### src/rtl/sine_quadrant_reduced_taylor_unit_assert.svh
// assertion macros used by sine_quadrant_reduced_taylor_unit
`ifndef SINE_QUADRANT_REDUCED_TAYLOR_UNIT_ASSERT_SVH
`define SINE_QUADRANT_REDUCED_TAYLOR_UNIT_ASSERT_SVH
// same-cycle implication, idle while in reset
`define SQT_ASSERT_IMP(lbl, ante, cons) \
  lbl: assert property (@(posedge clk) disable iff (rst) (ante) |-> (cons)) \
    else $error("assertion failed");
// plain invariant, checked every cycle out of reset
`define SQT_ASSERT_ALWAYS(lbl, cond) \
  lbl: assert property (@(posedge clk) disable iff (rst) (cond)) \
    else $error("invariant failed");
`endif

### src/rtl/sqtay_pkg.sv
// ----------------------------------------------------------------------------
// sqtay_pkg
// types, constants and coefficient lookup for the quadrant reduced sine
// ----------------------------------------------------------------------------
`default_nettype none
package sqtay_pkg;

  localparam logic [31:0] TWO_OVER_PI_Q32 = 32'hA2F9836E;
  localparam logic [40:0] HALF_PI_Q40     = 41'h1921FB54443;
  localparam int          WORK_FRAC       = 31;
  localparam int          RED_FRAC        = 40;
  localparam int          T_W             = 34;
  localparam int          N_STEPS         = 6;

  localparam logic signed [T_W-1:0] ONE_Q31     = 34'sd2147483648;
  localparam logic signed [T_W-1:0] SIN_START   = -34'sd54;
  localparam logic signed [T_W-1:0] COS_START   = 34'sd4;

  // sideband that travels with each item through the polynomial steps
  typedef struct packed {
    logic        neg;
    logic        is_cos;
    logic [31:0] r;
    logic [31:0] r2;
  } side_t;

  // addend of horner step idx for the selected polynomial
  function automatic logic signed [T_W-1:0] step_addend(input logic is_cos,
                                                        input logic [2:0] idx);
    logic signed [T_W-1:0] c;
    c = '0;
    if (is_cos) begin
      case (idx)
        3'd0: c = -34'sd592;
        3'd1: c = 34'sd53261;
        3'd2: c = -34'sd2982616;
        3'd3: c = 34'sd89478485;
        3'd4: c = -34'sd1073741824;
        3'd5: c = ONE_Q31;
        default: c = '0;
      endcase
    end else begin
      case (idx)
        3'd0: c = 34'sd5918;
        3'd1: c = -34'sd426088;
        3'd2: c = 34'sd17895697;
        3'd3: c = -34'sd357913941;
        3'd4: c = ONE_Q31;
        3'd5: c = '0;
        default: c = '0;
      endcase
    end
    return c;
  endfunction

endpackage
`default_nettype wire

### src/rtl/sqtay_horner_step.sv
// ----------------------------------------------------------------------------
// sqtay_horner_step
// one horner step t = round(t * b) + add, two register stages
// ----------------------------------------------------------------------------
`default_nettype none
module sqtay_horner_step (
  input  wire logic                             clk,
  input  wire logic                             rst,
  input  wire logic                             in_valid,
  input  wire logic signed [sqtay_pkg::T_W-1:0] in_t,
  input  wire logic        [31:0]               in_b,
  input  wire logic signed [sqtay_pkg::T_W-1:0] in_add,
  input  wire sqtay_pkg::side_t                 in_side,
  output logic                                  out_valid,
  output logic signed [sqtay_pkg::T_W-1:0]      out_t,
  output sqtay_pkg::side_t                      out_side
);
  import sqtay_pkg::*;

  logic                   a_valid;
  logic                   a_sign;
  logic [T_W+31:0]        a_prod;
  logic signed [T_W-1:0]  a_add;
  side_t                  a_side;
  logic signed [T_W-1:0]  neg_t;
  logic [T_W-2:0]         mag;
  logic [T_W+31:0]        rnd;
  logic signed [T_W-1:0]  p;

  // magnitude of t, as the rounding is symmetric about zero
  assign neg_t = -in_t;
  assign mag   = in_t[T_W-1] ? neg_t[T_W-2:0] : in_t[T_W-2:0];

  // stage a: magnitude product
  always_ff @(posedge clk) begin
    if (rst) begin
      a_valid <= 1'b0;
    end else begin
      a_valid <= in_valid;
    end
    a_sign <= in_t[T_W-1];
    a_prod <= (T_W+32)'(mag) * (T_W+32)'(in_b);
    a_add  <= in_add;
    a_side <= in_side;
  end

  // round half up on magnitude, restore sign
  assign rnd = (a_prod + (T_W+32)'(64'd1 << (WORK_FRAC - 1))) >> WORK_FRAC;
  assign p   = a_sign ? -$signed(rnd[T_W-1:0]) : $signed(rnd[T_W-1:0]);

  // stage b: accumulate coefficient
  always_ff @(posedge clk) begin
    if (rst) begin
      out_valid <= 1'b0;
    end else begin
      out_valid <= a_valid;
    end
    out_t    <= p + a_add;
    out_side <= a_side;
  end

endmodule
`default_nettype wire
### config.mk
export PLATFORM = sky130hd
export DESIGN_NAME = sqtay_horner_step
export DESIGN_NICKNAME = d
export VERILOG_FILES = /design/src/rtl/sine_quadrant_reduced_taylor_unit_assert.svh /design/src/rtl/sqtay_pkg.sv /design/src/rtl/sqtay_horner_step.sv
export SDC_FILE = /design/constraint.sdc
export NUM_CORES = 2
export LEC_CHECK = 0
export BUFFER_PORTS_ARGS = -buffer_cell sky130_fd_sc_hd__buf_2
export CORE_UTILIZATION = 55
export DETAILED_ROUTE_END_ITERATION = 12
export PLACE_DENSITY = 0.71
export SLEW_MARGIN = 20
export SYNTH_ARGS = -nofsm -noshare
export SYNTH_HDL_FRONTEND = slang
export SYNTH_SLANG_ARGS = --single-unit
### constraint.sdc
create_clock -name clk -period 25.2 [get_ports clk]
set_input_delay 5.04 -clock clk [delete_from_list [all_inputs] [get_ports clk]]
set_output_delay 5.04 -clock clk [all_outputs]
set_load 0.05 [all_outputs]
## After elaboration in Yosys (flattened, before gate mapping)

Cells that the tools add are included.

| cells by class | value |
|---|---|
| add/sub/neg operators | 4 |
| multiply operators | 1 |
| divide/modulo/power cells | 0 |
| order comparisons | 0 |
| equality and inequality tests | 0 |
| shift operators | 0 |
| muxes and demuxes | 2 |
| bitwise operators | 0 |
| reduce and logical (&&, ||, !) cells | 0 |

Operators by type and width:

| cell | number |
|---|---|
| $add 65x31->65 const B | 1 |
| $mul 33x32->65 | 1 |
| $add 34x34->34 | 1 |
| $mux 34 | 1 |
| $neg 34->34 | 1 |
| $mux 33 | 1 |
| $neg 33->33 | 1 |

| storage, ports and cells | value |
|---|---|
| register bits after elaboration | 268 |
| latch bits | 0 |
| bits in writable memories | 0 |
| bits in read-only memories | 0 |
| input port bits | 169 |
| output and inout bits | 101 |
| word-level logic and storage cells | 21 |
| memories kept | 0 |

## Depth between registers and ports, before layout

| depth | value |
|---|---|
| word-level depth | 4 |
| mapped depth | 37 |

## Worst setup path before layout

OpenSTA, ideal clock, no wires.

| timing | value |
|---|---|
| kind | in2reg |
| start point | input port in_t[6] (netlist bit) |
| end point | register a_prod[64] |
| setup time | 116 ps |
| arrival time | 14809 ps |
| path slack | 10275 ps |
| stages | 33 |
| buffers on the path | 1 |
| cells stage by stage | or4_4 -> or3_4 -> or3_4 -> nand2b_4 -> or3_4 -> or4_4 -> o21ai_1 -> xnor2_1 -> clkbuf_1 -> nand2_1 -> fa_1 -> inv_1 -> fa_1 -> fa_1 -> inv_1 -> fa_1 -> inv_1 -> fa_1 -> fa_1 -> fa_1 -> inv_1 -> fa_1 -> inv_1 -> ha_1 -> a21o_1 -> a221o_1 -> or4_1 -> o22a_1 -> a21oi_1 -> a211oi_1 -> a21o_1 -> a311o_1 -> o211a_1 |

| between the ends | value |
|---|---|
| word-level cells in the longest chain between the ends | 3 |

Ends and longest elaborated chain:

| element | RTL line | source |
|---|---|---|
| start, declared | sqtay_horner_step.sv:10 | `input wire logic signed [sqtay_pkg::T_W-1:0] in_t,` |
| $neg 33->33 | sqtay_horner_step.sv:31 | `assign neg_t = -in_t;` |
| $mux 33 * | sqtay_horner_step.sv:32 | `assign mag = in_t[T_W-1] ? neg_t[T_W-2:0] : in_t[T_W-2:0];` |
| $mul 33x32->65 * | sqtay_horner_step.sv:42 | `a_prod <= (T_W+32)'(mag) * (T_W+32)'(in_b);` |
| end signal, assigned | sqtay_horner_step.sv:42 |  |
| end, declared | sqtay_horner_step.sv:22 | `logic [T_W+31:0] a_prod;` |

Mark *: on every way between the ends. The rest lies on a longest branch, timed or not.
A chain may end at the register's enable or synchronous reset.

## Worst setup path in the final report

Same ends and word-level chain as after synthesis.

==> key figures <==
Finish
  – Area growth syn-to-layout: 7.49%
  – Most common cell after layout, fill and taps aside: fa_1
  – Commonest cells after routing, fill and taps aside: fa_1, inv_1, and2_1, nand2_1, ha_1
  – Fill count: 6,443
  – Nets: 5,940
  – Share of layout cells above drive strength 1: just under 9%

Floorplan
  – Core Box Area: 74,800 µm²
  – Initial Util: a little under three fifths
  – IO Count: 270
  – Die span in x: 278 µm
  – Chip Height: 278 µm
  – Die Area: 77,100 µm²
  – Num rows: 100

Synthesis
  – Mean Syn Cell Area: about 9.4 µm²
  – Register area share after synthesis: 11.4%
  – Number of synthesized register bits: between 200 and 250
  – Asr flop ratio synth: 0%
  – Yosys warns: 0
  – Count of cell types in the netlist: 64
  – Syn nets: roughly 5,800
  – EDFF count, synth: 0
  – Post-Synthesis Cells: 4,422
  – Synth Flop Type: dfxtp_1
  – Syn Std Cell Area: between 40,000 and 50,000 µm²

Place
  – RD Place Congestion: 0.919
  – Dpl hpwl: 83,800 µm
  – PortBufs: 269

Timing
  – Post-route clock period utilization: between 60% and 70%
  – Setup TNS: 0 ns
  – FMAX: 0.0644 GHz
  – Relative slew slack: between 20% and 30%
  – Final slew viol count: 0
  – RSZ-0062 raised after global routing: no
  – Slew at the pin closest to its max-slew limit: 1.05 ns
  – Min Tclk post-route: 15.54 ns
  – Final hold vios: 0
  – Worst clock skew: 0.0267 ns
  – Final setup vio count: 0

Clock tree
  – CTS Hold Buffers Added: 0
  – Post-CTS Resized: 0
  – TritonCTS clock tree: done
  – Max Root-Sink Buffers: 3
  – Clk_lat worst skew: 0.55 ns
  – Post-CTS Setup Bufs: 0
  – CTS buffer count: 24
  – Htree depth: 1
  – CTS clk-pin slew, worst paths: 0.06 ns
  – Root Buffer Master: clkbuf_16
  – CTS Sinks: between 200 and 250

Route
  – Routed length per instance: 20.4 µm
  – Detail Route Antenna Nets: 0
  – Detailed-route via count: between 30,000 and 40,000
  – DRC viols: 0
  – Vias/cell: between 5 and 6
  – Iteration-0 DRC Markers: 2,294
  – Final WL: ~110,000 µm
  – DR pass1 iterations: 6

Setup path
  – Crit path max fanout: 32
  – Most frequent cell on the critical path: fa_1
  – Endpoint type of the worst setup path: flip-flop
  – CP Launch Type: input pin
  – CP max stage delay: 0.56 ns
  – Setup Crit Path Kind: input pin to flip-flop
  – CP required: 25.64 ns
  – Critical Path AT: 15.98 ns
  – Slowest CP cell: or4_4
  – Worst r2r path cells: 20

GRT
  – Largest net degree at the start of global routing: 36
  – First-pass GRT wire length: 181,000 µm
  – Met3 usage: around 5.3%
  – Met2 usage: between 40% and 50%
  – Grt met1 use: 41.3%
  – Total gr overflow: 0
  – Antenna violations before repair: 4
  – GRT busiest layer: met2
  – Number of global-route vias before repair: 32,500
  – Total track usage: 30.3%

Outcome
  – Status: finished, final reports clean

Min path
  – Worst Hold Class: flip-flop to flip-flop
  – Hold Path Depth: 0

Run
  – Maxcap violations: 0
==> critical path, delay by kind of cell <==
kind / cells / cell delay (ns)
AND/OR/NAND/NOR: 9 / 3.54
AO/OA/AOI/OAI: 9 / 2.35
adder cells (fa/ha/maj): 9 / 4.16
buffers and inverters: 4 / 0.66
XOR/XNOR: 1 / 0.17
==> per-stage QoR <==
step	hold slack, ns	util [%]	worst slack (ns)	cell area, µm²	instances
global placement	0.310	59.0	9.25	44100	5491
detailed placement	0.312	59.0	9.11	44100	5491
floorplan	0.310	-	10.27	41800	4422
CTS	0.321	60.0	9.70	44900	5533
global route	0.318	60.0	9.17	44900	5533
finish	0.318	60.0	9.66	44900	5534
==> final timing paths <==
path / endpoint / slack (ns) / start
hold reg to reg: out_side[0]$_DFF_P_ / 0.32 / a_side[0]$_DFF_P_
hold / removal: out_side[0]$_DFF_P_ / 0.32 / a_side[0]$_DFF_P_
setup / recovery: a_prod[64]$_DFF_P_ / 9.66 / in_t[6]
setup reg to reg: out_t[33]$_DFF_P_ / 19.54 / a_prod[31]$_DFF_P_
==> cell families (layout without fill, tap and decap cells) <==
logic type	count (synthesis)	count (layout)	share of synthesized area (%)
xor gates and xnor gates	168	168	3.52
and+or+nand+nor	1383	1383	17.2
adders and majority gates	1223	1223	53.3
DFF	238	238	11.4
other	0	1	0
muxes	3	3	0.0749
AOI/OAI and AO/OA	298	298	4.53
buffers and inverters	1109	1251	9.98
==> final cells by class <==
type	instances	area (µm²)	area share (%)
inverters	893	3350	7.46
diodes	1	2.50	0.00557
clock buffers	28	626	1.39
flip-flops and latches	238	4760	10.6
multi-input cells	3075	33100	73.7
clock inverters	14	169	0.376
well taps	969	1210	2.70
repair buffers	316	1700	3.78
==> state kept, by name, summed over array words and instances, names as in the netlist <==
name / count
out_side: 66
out_t: 34
a_sign: 1
a_valid: 1
a_prod: 35
a_add: 34
a_side: 66
out_valid: 1
==> routing by layer <==
metal | vias to the layer above | part of all wire, % | routed length, µm
met5 | - | 0.011 | 12
met4 | 2 | 3.4 | 3840
met3 | 253 | 9.7 | 10900
met2 | 1476 | 47 | 52700
met1 | 15500 | 40 | 45100
li1 | 13400 | - | -
==> synth_stat cells, types with 9 or more instances <==
| cell type | count | area (µm²) |
|---|---|---|
| a211oi_1 | 11 | 82.6 |
| nand3_1 | 39 | 195 |
| a31oi_1 | 14 | 87.6 |
| o21bai_1 | 10 | 75.1 |
| nor2b_1 | 28 | 175 |
| and3_1 | 26 | 163 |
| and2_1 | 603 | 3770 |
| xnor2_1 | 116 | 1020 |
| nand2_1 | 519 | 1950 |
| ha_1 | 297 | 3720 |
| nor2_1 | 58 | 218 |
| o21ai_0 | 69 | 345 |
| xor2_1 | 52 | 455 |
| dfxtp_1 | 238 | 4760 |
| a21oi_1 | 85 | 425 |
| a21o_1 | 34 | 255 |
| fa_1 | 926 | 18500 |
| clkbuf_1 | 212 | 796 |
| nand4_1 | 21 | 131 |
| o31ai_1 | 17 | 128 |
| inv_1 | 893 | 3350 |
| nor4_1 | 9 | 56.3 |
| nand2b_1 | 17 | 106 |
| nor3_1 | 27 | 135 |
Power is left out: the tool's default activity adds up to more than one toggle a clock period on the data nets, which glitch-free logic cannot reach.
